File: config.mk
export PLATFORM = sky130hd
export DESIGN_NAME = sprite_frame_sequencer_unit_flat
export DESIGN_NICKNAME = d
export VERILOG_FILES = /design/src/design/sfs_pkg.sv /design/src/design/sfs_stream_if.sv /design/src/design/sfs_ram.sv /design/src/design/sfs_ctrl.sv /design/src/design/sfs_datapath.sv /design/src/design/sprite_frame_sequencer_unit.sv /design/src/flat_wrapper.sv
export VERILOG_INCLUDE_DIRS = /design/src /design/src/design
export SDC_FILE = /design/constraint.sdc
export NUM_CORES = 2
export LEC_CHECK = 0
export BUFFER_PORTS_ARGS = -buffer_cell sky130_fd_sc_hd__buf_4
export CORE_UTILIZATION = 40
export CTS_BUF_LIST = sky130_fd_sc_hd__clkbuf_8
export DETAILED_ROUTE_END_ITERATION = 8
export SLEW_MARGIN = 15
export SYNTH_ARGS = -nofsm -noshare
export SYNTH_HDL_FRONTEND = slang
export SYNTH_SLANG_ARGS = --single-unit
File: constraint.sdc
create_clock -name i_clk -period 21.1 [get_ports i_clk]
set_input_delay 2.11 -clock i_clk [delete_from_list [all_inputs] [get_ports i_clk]]
set_output_delay 2.11 -clock i_clk [all_outputs]
set_load 0.01 [all_outputs]
File: src/design/sprite_frame_sequencer_unit_assert.svh
// ----------------------------------------------------------------------------
// Sprite frame sequencer assertion macros
// Concurrent property checks shared by the sequencer RTL.
// ----------------------------------------------------------------------------
`ifndef SPRITE_FRAME_SEQUENCER_UNIT_ASSERT_SVH
`define SPRITE_FRAME_SEQUENCER_UNIT_ASSERT_SVH

// Consequent checked in the same cycle as the antecedent.
`define SFS_ASSERT_SAME(label, clk, rst_n, ante, cons, msg) \
    label: assert property (@(posedge clk) disable iff (!rst_n) (ante) |-> (cons)) \
        else $error(msg);

// Consequent checked in the cycle after the antecedent.
`define SFS_ASSERT_NEXT(label, clk, rst_n, ante, cons, msg) \
    label: assert property (@(posedge clk) disable iff (!rst_n) (ante) |=> (cons)) \
        else $error(msg);

`endif

File: src/design/sfs_pkg.sv
`timescale 1ns / 1ps
// ----------------------------------------------------------------------------
// Sprite frame sequencer package
// Field widths, codes and controller/datapath link types.
// ----------------------------------------------------------------------------
package sfs_pkg;

    localparam int MAX_FRAMES_DEF  = 16;
    localparam int SPRITE_BITS_DEF = 16;

    localparam int FC_W      = 5;
    localparam int MODE_W    = 3;
    localparam int RATE_W    = 16;
    localparam int SPEED_W   = 16;
    localparam int OP_W      = 2;
    localparam int ELAPSED_W = 16;
    localparam int SLOT_W    = 4;
    localparam int SPRITE_W  = 16;
    localparam int START_W   = 4;
    localparam int FPOS_W    = 4;

    localparam int POS_W     = FC_W;
    localparam int PROD1_W   = ELAPSED_W + SPEED_W;
    localparam int PROD2_W   = PROD1_W + RATE_W;
    localparam int DROP_W    = 20;
    localparam int FRAC_W    = 16;
    localparam int SUM_W     = PROD2_W - DROP_W + 1;
    localparam int ADV_W     = SUM_W - FRAC_W;
    localparam int REM_W     = POS_W + 2;
    localparam int CNT_W     = $clog2(ADV_W + 1);

    localparam int APB_DATA_W = 32;
    localparam int APB_ADDR_W = 4;

    localparam logic [SPEED_W-1:0] SPEED_RESET = 16'd4096;

    typedef enum logic [OP_W-1:0] {
        OP_TICK    = 2'd0,
        OP_LOAD    = 2'd1,
        OP_RESTART = 2'd2
    } t_opcode;

    typedef enum logic [MODE_W-1:0] {
        MODE_ONESHOT     = 3'd0,
        MODE_LOOP        = 3'd1,
        MODE_PINGPONG    = 3'd2,
        MODE_REV_ONESHOT = 3'd3,
        MODE_REV_LOOP    = 3'd4
    } t_mode;

    typedef enum logic [1:0] {
        REG_FRAME_COUNT  = 2'd0,
        REG_ANIM_MODE    = 2'd1,
        REG_FRAME_RATE   = 2'd2,
        REG_SPEED_FACTOR = 2'd3
    } t_reg_idx;

    typedef struct packed {
        logic [FC_W-1:0]    frame_count;
        logic [MODE_W-1:0]  anim_mode;
        logic [RATE_W-1:0]  frame_rate;
        logic [SPEED_W-1:0] speed_factor;
    } t_cfg;

    typedef struct packed {
        logic table_we;
        logic restart;
        logic tick_start;
        logic mul1;
        logic mul2;
        logic sum;
        logic div_step;
        logic step;
        logic out_load;
    } t_dp_cmd;

    typedef struct packed {
        logic tick_ok;
        logic div_done;
    } t_dp_sts;

endpackage

File: src/design/sfs_stream_if.sv
`timescale 1ns / 1ps
// ----------------------------------------------------------------------------
// Sprite frame sequencer stream interfaces
// Valid/ready channels for input items and result items.
// ----------------------------------------------------------------------------
interface sfs_in_if;
    logic                          valid;
    logic                          ready;
    logic [sfs_pkg::OP_W-1:0]      opcode;
    logic [sfs_pkg::ELAPSED_W-1:0] elapsed;
    logic [sfs_pkg::SLOT_W-1:0]    entry_slot;
    logic [sfs_pkg::SPRITE_W-1:0]  entry_sprite;
    logic [sfs_pkg::START_W-1:0]   start_frame;

    modport source (
        output valid, opcode, elapsed, entry_slot, entry_sprite, start_frame,
        input  ready
    );
    modport sink (
        input  valid, opcode, elapsed, entry_slot, entry_sprite, start_frame,
        output ready
    );
endinterface

interface sfs_out_if;
    logic                         valid;
    logic                         ready;
    logic [sfs_pkg::SPRITE_W-1:0] sprite_id;
    logic [sfs_pkg::FPOS_W-1:0]   frame_pos;
    logic                         still_playing;

    modport source (
        output valid, sprite_id, frame_pos, still_playing,
        input  ready
    );
    modport sink (
        input  valid, sprite_id, frame_pos, still_playing,
        output ready
    );
endinterface

File: src/design/sfs_ram.sv
`timescale 1ns / 1ps
// ----------------------------------------------------------------------------
// Sprite frame sequencer RAM
// Generic simple dual-port RAM, one write port, registered read port.
// ----------------------------------------------------------------------------
module sfs_ram #(
    parameter int WIDTH = 16,
    parameter int DEPTH = 16
) (
    input  logic                     i_clk,
    input  logic                     i_we,
    input  logic [$clog2(DEPTH)-1:0] i_waddr,
    input  logic [WIDTH-1:0]         i_wdata,
    input  logic [$clog2(DEPTH)-1:0] i_raddr,
    output logic [WIDTH-1:0]         o_rdata
);

    logic [WIDTH-1:0] r_mem [DEPTH];
    logic [WIDTH-1:0] r_rdata;

    always_ff @(posedge i_clk) begin
        if (i_we) begin
            r_mem[i_waddr] <= i_wdata;
        end
        r_rdata <= r_mem[i_raddr];
    end

    assign o_rdata = r_rdata;

endmodule

File: src/design/sfs_ctrl.sv
`timescale 1ns / 1ps
// ----------------------------------------------------------------------------
// Sprite frame sequencer controller
// Sequences item decode, phase multiply, remainder steps and result hand-off.
// ----------------------------------------------------------------------------
module sfs_ctrl (
    input  logic                     i_clk,
    input  logic                     i_rst_n,
    input  logic                     i_in_valid,
    input  logic [sfs_pkg::OP_W-1:0] i_opcode,
    input  logic                     i_out_ready,
    input  sfs_pkg::t_dp_sts         i_sts,
    output logic                     o_in_ready,
    output logic                     o_out_valid,
    output sfs_pkg::t_dp_cmd         o_cmd
);
    import sfs_pkg::*;

    typedef enum logic [7:0] {
        S_IDLE   = 8'b0000_0001,
        S_MUL1   = 8'b0000_0010,
        S_MUL2   = 8'b0000_0100,
        S_SUM    = 8'b0000_1000,
        S_DIV    = 8'b0001_0000,
        S_STEP   = 8'b0010_0000,
        S_READ   = 8'b0100_0000,
        S_RESULT = 8'b1000_0000
    } t_state;

    t_state r_state;
    t_state n_state;
    logic   r_out_valid;
    logic   n_out_valid;

    always_comb begin
        n_state     = r_state;
        n_out_valid = r_out_valid;
        o_cmd       = '0;
        if (r_out_valid && i_out_ready) begin
            n_out_valid = 1'b0;
        end
        case (r_state)
            S_IDLE: begin
                if (i_in_valid) begin
                    case (i_opcode)
                        OP_LOAD: begin
                            o_cmd.table_we = 1'b1;
                        end
                        OP_RESTART: begin
                            o_cmd.restart = 1'b1;
                        end
                        OP_TICK: begin
                            if (i_sts.tick_ok) begin
                                o_cmd.tick_start = 1'b1;
                                n_state          = S_MUL1;
                            end
                        end
                        default: ;
                    endcase
                end
            end
            S_MUL1: begin
                o_cmd.mul1 = 1'b1;
                n_state    = S_MUL2;
            end
            S_MUL2: begin
                o_cmd.mul2 = 1'b1;
                n_state    = S_SUM;
            end
            S_SUM: begin
                o_cmd.sum = 1'b1;
                n_state   = S_DIV;
            end
            S_DIV: begin
                if (i_sts.div_done) begin
                    n_state = S_STEP;
                end else begin
                    o_cmd.div_step = 1'b1;
                end
            end
            S_STEP: begin
                o_cmd.step = 1'b1;
                n_state    = S_READ;
            end
            S_READ: begin
                n_state = S_RESULT;
            end
            S_RESULT: begin
                if (!r_out_valid || i_out_ready) begin
                    o_cmd.out_load = 1'b1;
                    n_out_valid    = 1'b1;
                    n_state        = S_IDLE;
                end
            end
            default: begin
                n_state = S_IDLE;
            end
        endcase
    end

    always_ff @(posedge i_clk) begin
        if (!i_rst_n) begin
            r_state     <= S_IDLE;
            r_out_valid <= 1'b0;
        end else begin
            r_state     <= n_state;
            r_out_valid <= n_out_valid;
        end
    end

    assign o_in_ready  = (r_state == S_IDLE);
    assign o_out_valid = r_out_valid;

endmodule

File: src/design/sfs_datapath.sv
`timescale 1ns / 1ps
// ----------------------------------------------------------------------------
// Sprite frame sequencer datapath
// Phase accumulator, serial remainder unit, index stepper and frame table.
// ----------------------------------------------------------------------------
module sfs_datapath #(
    parameter int MAX_FRAMES  = sfs_pkg::MAX_FRAMES_DEF,
    parameter int SPRITE_BITS = sfs_pkg::SPRITE_BITS_DEF
) (
    input  logic                          i_clk,
    input  logic                          i_rst_n,
    input  sfs_pkg::t_cfg                 i_cfg,
    input  sfs_pkg::t_dp_cmd              i_cmd,
    input  logic [sfs_pkg::ELAPSED_W-1:0] i_elapsed,
    input  logic [sfs_pkg::SLOT_W-1:0]    i_entry_slot,
    input  logic [sfs_pkg::SPRITE_W-1:0]  i_entry_sprite,
    input  logic [sfs_pkg::START_W-1:0]   i_start_frame,
    output sfs_pkg::t_dp_sts              o_sts,
    output logic [sfs_pkg::SPRITE_W-1:0]  o_sprite_id,
    output logic [sfs_pkg::FPOS_W-1:0]    o_frame_pos,
    output logic                          o_still_playing
);
    import sfs_pkg::*;

    localparam int AW = $clog2(MAX_FRAMES);

    logic [ELAPSED_W-1:0]   r_elapsed;
    logic [PROD1_W-1:0]     r_prod1;
    logic [PROD2_W-1:0]     r_prod2;
    logic [ADV_W-1:0]       r_adv;
    logic [ADV_W-1:0]       r_dvd;
    logic [REM_W-1:0]       r_rem;
    logic [CNT_W-1:0]       r_cnt;
    logic [POS_W-1:0]       r_pos;
    logic [FRAC_W-1:0]      r_phase;
    logic                   r_playing;
    logic                   r_reversing;
    logic [SPRITE_W-1:0]    r_out_sprite;
    logic [FPOS_W-1:0]      r_out_pos;
    logic                   r_out_playing;

    logic [POS_W-1:0]       w_n;
    logic [POS_W-1:0]       w_pos_clamp;
    logic [SUM_W-1:0]       w_sum;
    logic [ADV_W-1:0]       w_adv;
    logic                   w_pingpong;
    logic [REM_W-1:0]       w_nn;
    logic [REM_W-1:0]       w_div;
    logic [REM_W-1:0]       w_top;
    logic [REM_W-1:0]       w_trial;
    logic [REM_W-1:0]       w_p;
    logic [REM_W-1:0]       w_lp;
    logic [REM_W-1:0]       w_p1;
    logic                   w_rv1;
    logic [REM_W-1:0]       w_t;
    logic [REM_W-1:0]       w_t2;
    logic [POS_W-1:0]       n_step_pos;
    logic                   n_step_playing;
    logic                   n_step_rev;
    logic                   w_table_we;
    logic [SPRITE_BITS-1:0] w_rdata;

    assign w_n = (32'(i_cfg.frame_count) > MAX_FRAMES) ? POS_W'(MAX_FRAMES)
                                                        : i_cfg.frame_count;
    assign w_pos_clamp = (r_pos >= w_n) ? (w_n - POS_W'(1)) : r_pos;

    assign w_sum = SUM_W'(r_phase) + SUM_W'(r_prod2[PROD2_W-1:DROP_W]);
    assign w_adv = w_sum[SUM_W-1:FRAC_W];

    assign w_pingpong = (i_cfg.anim_mode == MODE_PINGPONG);
    assign w_nn       = REM_W'(w_n);
    assign w_top      = {w_nn[REM_W-2:0], 1'b0} - REM_W'(3);
    assign w_div      = w_pingpong ? ({w_nn[REM_W-2:0], 1'b0} - REM_W'(2)) : w_nn;
    assign w_trial    = {r_rem[REM_W-2:0], r_dvd[ADV_W-1]};
    assign w_p        = REM_W'(r_pos);

    assign o_sts.tick_ok  = r_playing && (w_n != '0) && (i_cfg.frame_rate != '0);
    assign o_sts.div_done = (r_cnt == '0);

    always_comb begin
        n_step_pos     = r_pos;
        n_step_playing = r_playing;
        n_step_rev     = r_reversing;
        w_lp           = w_p + r_rem;
        w_p1           = '0;
        w_rv1          = 1'b0;
        w_t            = '0;
        w_t2           = '0;
        case (i_cfg.anim_mode)
            MODE_ONESHOT: begin
                if (r_adv >= ADV_W'(w_n - r_pos)) begin
                    n_step_pos     = w_n - POS_W'(1);
                    n_step_playing = 1'b0;
                end else begin
                    n_step_pos = r_pos + POS_W'(r_adv);
                end
            end
            MODE_LOOP: begin
                if (w_lp >= w_nn) begin
                    n_step_pos = POS_W'(w_lp - w_nn);
                end else begin
                    n_step_pos = POS_W'(w_lp);
                end
            end
            MODE_PINGPONG: begin
                if (w_n == POS_W'(1)) begin
                    n_step_pos = '0;
                    n_step_rev = r_reversing ^ r_adv[0];
                end else begin
                    // take the first step by hand, then jump around the bounce cycle
                    if (r_reversing) begin
                        if (w_p == '0) begin
                            w_p1  = REM_W'(1);
                            w_rv1 = 1'b0;
                        end else begin
                            w_p1  = w_p - REM_W'(1);
                            w_rv1 = 1'b1;
                        end
                    end else if (w_p + REM_W'(1) >= w_nn) begin
                        w_p1  = w_nn - REM_W'(2);
                        w_rv1 = 1'b1;
                    end else begin
                        w_p1  = w_p + REM_W'(1);
                        w_rv1 = 1'b0;
                    end
                    w_t  = w_rv1 ? (w_top - w_p1) : (w_p1 - REM_W'(1));
                    w_t2 = w_t + r_rem;
                    if (w_t2 >= w_div) begin
                        w_t2 = w_t2 - w_div;
                    end
                    if (w_t2 < w_nn - REM_W'(1)) begin
                        n_step_pos = POS_W'(w_t2 + REM_W'(1));
                        n_step_rev = 1'b0;
                    end else begin
                        n_step_pos = POS_W'(w_top - w_t2);
                        n_step_rev = 1'b1;
                    end
                end
            end
            MODE_REV_ONESHOT: begin
                if (r_adv > ADV_W'(r_pos)) begin
                    n_step_pos     = '0;
                    n_step_playing = 1'b0;
                end else begin
                    n_step_pos = r_pos - POS_W'(r_adv);
                end
            end
            MODE_REV_LOOP: begin
                if (r_rem > w_p) begin
                    n_step_pos = POS_W'(w_p + w_nn - r_rem);
                end else begin
                    n_step_pos = POS_W'(w_p - r_rem);
                end
            end
            default: ;
        endcase
    end

    always_ff @(posedge i_clk) begin
        if (!i_rst_n) begin
            r_pos       <= '0;
            r_phase     <= '0;
            r_playing   <= 1'b1;
            r_reversing <= 1'b0;
            r_cnt       <= '0;
        end else begin
            if (i_cmd.restart) begin
                r_pos       <= POS_W'(i_start_frame);
                r_phase     <= '0;
                r_playing   <= 1'b1;
                r_reversing <= 1'b0;
            end
            if (i_cmd.sum) begin
                r_phase <= w_sum[FRAC_W-1:0];
                r_pos   <= w_pos_clamp;
                r_cnt   <= CNT_W'(ADV_W);
            end
            if (i_cmd.div_step) begin
                r_cnt <= r_cnt - CNT_W'(1);
            end
            if (i_cmd.step && (r_adv != '0)) begin
                r_pos       <= n_step_pos;
                r_playing   <= n_step_playing;
                r_reversing <= n_step_rev;
            end
        end
    end

    always_ff @(posedge i_clk) begin
        if (i_cmd.tick_start) begin
            r_elapsed <= i_elapsed;
        end
        if (i_cmd.mul1) begin
            r_prod1 <= PROD1_W'(r_elapsed) * PROD1_W'(i_cfg.speed_factor);
        end
        if (i_cmd.mul2) begin
            r_prod2 <= PROD2_W'(r_prod1) * PROD2_W'(i_cfg.frame_rate);
        end
        if (i_cmd.sum) begin
            r_adv <= w_adv;
            r_dvd <= w_pingpong ? (w_adv - ADV_W'(1)) : w_adv;
            r_rem <= '0;
        end
        if (i_cmd.div_step) begin
            r_dvd <= {r_dvd[ADV_W-2:0], 1'b0};
            r_rem <= (w_trial >= w_div) ? (w_trial - w_div) : w_trial;
        end
        if (i_cmd.out_load) begin
            r_out_sprite  <= SPRITE_W'(w_rdata);
            r_out_pos     <= r_pos[FPOS_W-1:0];
            r_out_playing <= r_playing;
        end
    end

    assign w_table_we = i_cmd.table_we && (32'(i_entry_slot) < MAX_FRAMES);

    sfs_ram #(
        .WIDTH (SPRITE_BITS),
        .DEPTH (MAX_FRAMES)
    ) u_frame_table (
        .i_clk   (i_clk),
        .i_we    (w_table_we),
        .i_waddr (AW'(i_entry_slot)),
        .i_wdata (SPRITE_BITS'(i_entry_sprite)),
        .i_raddr (AW'(r_pos)),
        .o_rdata (w_rdata)
    );

    assign o_sprite_id     = r_out_sprite;
    assign o_frame_pos     = r_out_pos;
    assign o_still_playing = r_out_playing;

endmodule

File: src/design/sprite_frame_sequencer_unit.sv
`timescale 1ns / 1ps
// ----------------------------------------------------------------------------
// Sprite frame sequencer unit
// Frame sequencer for one animation clip with APB configuration registers.
// ----------------------------------------------------------------------------
// Port     Dir  Handshake        Carries
// i_in     in   valid/ready      opcode, elapsed, entry_slot, entry_sprite,
//                                start_frame
// o_out    out  valid/ready      sprite_id, frame_pos, still_playing
// APB      in   psel/penable     frame_count, anim_mode, frame_rate,
//                                speed_factor at 0x0, 0x4, 0x8, 0xC
//
// An enabled tick runs from its transfer through two multiply stages, one
// phase add, the bit-serial remainder unit (13 dividend bits, one per cycle,
// then the done check), index step, table read and result load before the
// next item can be taken. Loads, restarts, unused opcodes and ticks while
// stopped or disabled complete in their transfer cycle.
// Reset is synchronous and needs no clearing pass; the table is unset.
// A result waiting on o_out stalls only the next tick, at its final load.
// ----------------------------------------------------------------------------
`include "sprite_frame_sequencer_unit_assert.svh"

module sprite_frame_sequencer_unit #(
    parameter int MAX_FRAMES  = sfs_pkg::MAX_FRAMES_DEF,
    parameter int SPRITE_BITS = sfs_pkg::SPRITE_BITS_DEF
) (
    input  logic                           i_clk,
    input  logic                           i_rst_n,
    sfs_in_if.sink                         i_in,
    sfs_out_if.source                      o_out,
    input  logic                           psel,
    input  logic                           penable,
    input  logic                           pwrite,
    input  logic [sfs_pkg::APB_ADDR_W-1:0] paddr,
    input  logic [sfs_pkg::APB_DATA_W-1:0] pwdata,
    output logic [sfs_pkg::APB_DATA_W-1:0] prdata,
    output logic                           pready
);
    import sfs_pkg::*;

    t_cfg    r_cfg;
    logic    w_cfg_we;
    t_dp_cmd w_cmd;
    t_dp_sts w_sts;
    logic    w_in_ready;
    logic    w_out_valid;

    assign pready   = 1'b1;
    assign w_cfg_we = psel && penable && pwrite && pready;

    always_ff @(posedge i_clk) begin
        if (!i_rst_n) begin
            r_cfg.frame_count  <= '0;
            r_cfg.anim_mode    <= MODE_LOOP;
            r_cfg.frame_rate   <= '0;
            r_cfg.speed_factor <= SPEED_RESET;
        end else if (w_cfg_we) begin
            case (paddr[3:2])
                REG_FRAME_COUNT:  r_cfg.frame_count  <= pwdata[FC_W-1:0];
                REG_ANIM_MODE:    r_cfg.anim_mode    <= pwdata[MODE_W-1:0];
                REG_FRAME_RATE:   r_cfg.frame_rate   <= pwdata[RATE_W-1:0];
                REG_SPEED_FACTOR: r_cfg.speed_factor <= pwdata[SPEED_W-1:0];
                default: ;
            endcase
        end
    end

    always_comb begin
        case (paddr[3:2])
            REG_FRAME_COUNT:  prdata = APB_DATA_W'(r_cfg.frame_count);
            REG_ANIM_MODE:    prdata = APB_DATA_W'(r_cfg.anim_mode);
            REG_FRAME_RATE:   prdata = APB_DATA_W'(r_cfg.frame_rate);
            REG_SPEED_FACTOR: prdata = APB_DATA_W'(r_cfg.speed_factor);
            default:          prdata = '0;
        endcase
    end

    sfs_ctrl u_ctrl (
        .i_clk       (i_clk),
        .i_rst_n     (i_rst_n),
        .i_in_valid  (i_in.valid),
        .i_opcode    (i_in.opcode),
        .i_out_ready (o_out.ready),
        .i_sts       (w_sts),
        .o_in_ready  (w_in_ready),
        .o_out_valid (w_out_valid),
        .o_cmd       (w_cmd)
    );

    sfs_datapath #(
        .MAX_FRAMES  (MAX_FRAMES),
        .SPRITE_BITS (SPRITE_BITS)
    ) u_datapath (
        .i_clk           (i_clk),
        .i_rst_n         (i_rst_n),
        .i_cfg           (r_cfg),
        .i_cmd           (w_cmd),
        .i_elapsed       (i_in.elapsed),
        .i_entry_slot    (i_in.entry_slot),
        .i_entry_sprite  (i_in.entry_sprite),
        .i_start_frame   (i_in.start_frame),
        .o_sts           (w_sts),
        .o_sprite_id     (o_out.sprite_id),
        .o_frame_pos     (o_out.frame_pos),
        .o_still_playing (o_out.still_playing)
    );

    assign i_in.ready  = w_in_ready;
    assign o_out.valid = w_out_valid;

    `SFS_ASSERT_SAME(a_no_overwrite, i_clk, i_rst_n, w_cmd.out_load,
        !o_out.valid || o_out.ready, "result overwritten before transfer")
    `SFS_ASSERT_NEXT(a_valid_from_load, i_clk, i_rst_n, !o_out.valid && !w_cmd.out_load,
        !o_out.valid, "result valid without a load")
    `SFS_ASSERT_SAME(a_pos_in_clip, i_clk, i_rst_n, o_out.valid,
        FC_W'(o_out.frame_pos) < r_cfg.frame_count, "result frame outside the clip")

endmodule

File: src/flat_wrapper.sv
// flat-port wrapper written by rule: the top's interface ports become plain ports
module sprite_frame_sequencer_unit_flat import sfs_pkg::*;
#(
    parameter int MAX_FRAMES  = sfs_pkg::MAX_FRAMES_DEF,
    parameter int SPRITE_BITS = sfs_pkg::SPRITE_BITS_DEF
)
  (i_clk, i_rst_n, psel, penable, pwrite, paddr, pwdata, prdata, pready, i_in_valid, i_in_opcode, i_in_elapsed, i_in_entry_slot, i_in_entry_sprite, i_in_start_frame, i_in_ready, o_out_valid, o_out_sprite_id, o_out_frame_pos, o_out_still_playing, o_out_ready);
  sfs_in_if i_in_i ();
  sfs_out_if o_out_i ();
  input  logic i_clk;
  input  logic i_rst_n;
  input  logic psel;
  input  logic penable;
  input  logic pwrite;
  input  logic [sfs_pkg::APB_ADDR_W-1:0] paddr;
  input  logic [sfs_pkg::APB_DATA_W-1:0] pwdata;
  output logic [sfs_pkg::APB_DATA_W-1:0] prdata;
  output logic pready;
  input wire logic [$bits(i_in_i.valid)-1:0] i_in_valid;
  input wire logic [$bits(i_in_i.opcode)-1:0] i_in_opcode;
  input wire logic [$bits(i_in_i.elapsed)-1:0] i_in_elapsed;
  input wire logic [$bits(i_in_i.entry_slot)-1:0] i_in_entry_slot;
  input wire logic [$bits(i_in_i.entry_sprite)-1:0] i_in_entry_sprite;
  input wire logic [$bits(i_in_i.start_frame)-1:0] i_in_start_frame;
  output wire logic [$bits(i_in_i.ready)-1:0] i_in_ready;
  output wire logic [$bits(o_out_i.valid)-1:0] o_out_valid;
  output wire logic [$bits(o_out_i.sprite_id)-1:0] o_out_sprite_id;
  output wire logic [$bits(o_out_i.frame_pos)-1:0] o_out_frame_pos;
  output wire logic [$bits(o_out_i.still_playing)-1:0] o_out_still_playing;
  input wire logic [$bits(o_out_i.ready)-1:0] o_out_ready;
  assign i_in_i.valid = i_in_valid;
  assign i_in_i.opcode = i_in_opcode;
  assign i_in_i.elapsed = i_in_elapsed;
  assign i_in_i.entry_slot = i_in_entry_slot;
  assign i_in_i.entry_sprite = i_in_entry_sprite;
  assign i_in_i.start_frame = i_in_start_frame;
  assign i_in_ready = i_in_i.ready;
  assign o_out_valid = o_out_i.valid;
  assign o_out_sprite_id = o_out_i.sprite_id;
  assign o_out_frame_pos = o_out_i.frame_pos;
  assign o_out_still_playing = o_out_i.still_playing;
  assign o_out_i.ready = o_out_ready;
  sprite_frame_sequencer_unit #(.MAX_FRAMES(MAX_FRAMES), .SPRITE_BITS(SPRITE_BITS)) u_core (.i_clk(i_clk), .i_rst_n(i_rst_n), .i_in(i_in_i), .o_out(o_out_i), .psel(psel), .penable(penable), .pwrite(pwrite), .paddr(paddr), .pwdata(pwdata), .prdata(prdata), .pready(pready));
endmodule
==> reports/qor.log <==
[global_route] gr ovfl total 0
[clocking] worst-skew pair later-pin latency 0.72 ns
[die] chip height 343.2 µm
[clocking] Resized Gates After CTS 0
[routing] total number of vias 31,300
[yosys] share of flip-flops with an asynchronous set or reset after synthesis 0%
[power] clock network power share 32.9%
[place] count of buffers inserted at the top-level ports 105
[global_route] vias in the first global route 32,420
[yosys] mean area per synthesized cell 10.52 µm²
[setup_path] critical path's slowest cell sky130_fd_sc_hd__dfxtp_4
[setup_path] maximum fanout along the worst path 32
[setup_path] endpoint required time on the critical path 21.74 ns
[yosys] Synth Cell Area 46,570 µm²
[clocking] CTS Root Buffer Type sky130_fd_sc_hd__clkbuf_8
[die] area of the die 117,800 µm²
[routing] vias per inst 5.165
[routing] routed length per instance 18.58 µm
[routing] TritonRoute pass-1 iters 5
[timing] Tightest Pin Transition 1.063 ns
[finish] relative area change from synthesis to final layout 8.769%
[global_route] pin count of the biggest net entering global routing 77
[yosys] most numerous cell in the Yosys netlist sky130_fd_sc_hd__nand2_1
[power] IR drop worst, VDD 0.05294 mV
[timing] Slew headroom 28.76%
[place] sum of net half-perimeters after detailed placement 81,760 µm
[setup_path] CP peak stage delay 0.71 ns
[yosys] top cell types by occurrence after synthesis sky130_fd_sc_hd__nand2_1, sky130_fd_sc_hd__inv_1, sky130_fd_sc_hd__fa_1
[power] power share of the combinational group 27.8%
[clocking] cts bufs inserted 82
[die] Std-Cell Rows 124
[setup_path] Critical Path End Type register
[global_route] Most Used Layer, Global Route met2
[timing] post-route clock skew 0.06416 ns
[timing] highest attainable clock frequency 96.04 MHz
[timing] Fin. Hold Viols 0
[global_route] met2 Use GR 31.62%
[setup_path] category of the critical setup timing path reg -> reg
[timing] summed negative setup slack over all endpoints 0 ns
[yosys] yosys synthesis warning count 0
[power] fraction of power spent switching nets 32.11%
[timing] RSZ-0062 raised after global routing no
[clocking] number of clock sinks seen by CTS 478
[yosys] Post-synth EDFFs 385
[yosys] proportion of netlist area held by the largest area contributor 26.86%
[power] net switching power of the design 0.8470 mW
[clocking] number of buffers between clock root and the deepest sink 3
[power] power per cell area 52.07 nW/µm²
[power] leakage power of the design 20.75 nW
[setup_path] type of element launching the critical path register
[place] global placement routability congestion 0.8788
[timing] minimum period implied by the final worst setup slack 10.41 ns
[yosys] cells after synthesis 4,426
[finish] fraction of the core area covered by cells at the end of the flow 44.12%
[die] Core Box Area 114,800 µm²
[routing] Iter 0 DRT Violations 1,970
[yosys] largest area contributor in the netlist sky130_fd_sc_hd__fa_1
[power] relative contribution of sequential cells to total power 39.3%
[timing] Final period util 49.35%
[timing] count of endpoints failing setup in the final report 0
[setup_path] arrival time reported for the critical path endpoint 11.05 ns
[global_route] fraction of met1 tracks used by global routing 27.11%
[power] Internal 1.791 mW
[die] number of ports placed on the die boundary 141
[run] Maximum Capacitance Violations 0
[routing] remaining number of nets flagged by the antenna check after routing 0
[clocking] clock tree from TritonCTS built
[routing] Residual DRC 0
[global_route] gr usage total 19.69%
[yosys] dominant cells by area after synthesis sky130_fd_sc_hd__fa_1, sky130_fd_sc_hd__edfxtp_1, sky130_fd_sc_hd__ha_1
[outcome] result of the run finished clean
[yosys] number of flip-flops and latches in the synthesized netlist 478
[yosys] number of library cell types mapped by synthesis 89
[clocking] CTS hold repair buffers 0
[clocking] number of setup buffers added after CTS 0
[die] Chip Width 343.2 µm
[clocking] number of H-tree branching levels 3
[timing] final max-slew violation count 0
[global_route] global-route wire length before repair 181,100 µm
[global_route] number of antenna violations at the first check in global routing 5
[clocking] clock-pin slew on the worst setup and hold paths 0.06 ns
[hold_path] path type of the worst min-delay path reg -> reg
[finish] Final Net Count 5,522
[routing] total detailed-routing wirelength 112,600 µm
[global_route] met3 routing resource usage after global routing 3.012%
[finish] share of cells above drive strength 1 9.271%
[yosys] share of the yosys chip area belonging to registers 28.82%
[die] effective utilization at floorplan 40.57%
[yosys] flip-flop cell with the highest count after synthesis sky130_fd_sc_hd__edfxtp_1
==> cell usage in the layout, fill, tap and decap left out, drive strengths merged, types with 87 or more instances in the layout <==
master,count
dfxtp,93
clkbuf,89
fa,625
nand2,722
edfxtp,385
xnor2,90
buf,167
o21ai,87
a21oi,113
ha,339
nor2,110
inv,747
and2,247
==> area by class of cell <==
type,count,area (µm²)
antenna,6,15.01
clock buffer,89,1225
clock inverter,63,451.7
fill,10770,64150
inverter,712,2673
multi-input combinational,3032,29720
sequential,478,13430
tap,1512,1892
timing repair buffer,167,1254
==> kinds of logic after synthesis <==
kind of cell,count (synthesis),synth area share (%)
AND/OR/NAND/NOR,1325,13.25
adder cells (fa/ha/maj),965,36.00
buffers and inverters,931,7.646
flip-flops,478,28.82
AO/OA/AOI/OAI,464,6.708
XOR/XNOR,134,2.520
multiplexers,127,5.040
other,2,0.01612
==> registers in the layout (all words and copies together), names as in the netlist <==
register                                 flops
u_core.u_datapath.u_frame_table.r_mem      256
u_core.r_cfg                                40
u_core.u_datapath.r_prod1                   32
u_core.u_datapath.r_prod2                   28
u_core.u_datapath.o_sprite_id               16
u_core.u_datapath.r_elapsed                 16
u_core.u_datapath.r_phase                   16
u_core.u_datapath.u_frame_table.o_rdata     16
u_core.u_datapath.r_adv                     13
u_core.u_datapath.r_dvd                     13
u_core.u_ctrl.r_state                        8
u_core.u_datapath.r_rem                      7
u_core.u_datapath.r_pos                      5
u_core.u_datapath.o_frame_pos                4
u_core.u_datapath.r_cnt                      4
u_core.u_ctrl.o_out_valid                    1
u_core.u_datapath.o_still_playing            1
u_core.u_datapath.r_playing                  1
u_core.u_datapath.r_reversing                1
==> stage by stage <==
step | hold slack (ns) | power [mW] | area, µm² | setup slack [ns] | std cells
floorplan | 0.3855 | 1.625 | 46630 | 11.04 | 4441
global placement | 0.3866 | 1.774 | 48970 | 10.87 | 5901
detailed placement | 0.3887 | 1.784 | 48970 | 10.72 | 5901
CTS | 0.3976 | 2.662 | 50640 | 10.64 | 6053
global route | 0.4083 | 2.794 | 50650 | 9.585 | 6054
finish | 0.3953 | 2.638 | 50660 | 10.69 | 6059
==> layer usage <==
metal | wire (µm) | vias to the layer above
li1 | - | 14430
met4 | 3543 | 2
met5 | 13 | -
met2 | 52670 | 775
met1 | 50100 | 15930
met3 | 6237 | 163
==> path summary, 6_finish.rpt <==
path	from	end	slack, ns	cells past startpoint
worst max-delay path	u_core.u_datapath.r_pos[0]	u_core.u_datapath.r_pos[4]	10.69	40
worst min-delay path	u_core.u_datapath.u_frame_table.o_rdata[4]	u_core.u_datapath.o_sprite_id[4]	0.40	0
worst max register to register	u_core.u_datapath.r_pos[0]	u_core.u_datapath.r_pos[4]	10.69	40
worst min register to register	u_core.u_datapath.u_frame_table.o_rdata[4]	u_core.u_datapath.o_sprite_id[4]	0.40	0
==> worst max-delay path: cells and delay by family, from the launching register on <==
family / cells / cell delay, ns
compound gates: 19 / 4.64
buf+inv: 3 / 0.40
mux: 3 / 0.74
fa+ha+maj: 6 / 2.04
xor+xnor: 1 / 0.16
simple gates: 8 / 1.63
flops: 1 / 0.71
==> power by group through the flow <==
stage	clock network, mW	registers [mW]	logic, mW
CTS	0.893	1.04	0.733
floorplan	0	1.05	0.575
global route	0.931	1.04	0.827
finish	0.868	1.04	0.734
detailed placement	0	1.06	0.728
global placement	0	1.06	0.719
No activity file was read; power rests on OpenSTA's default activity.
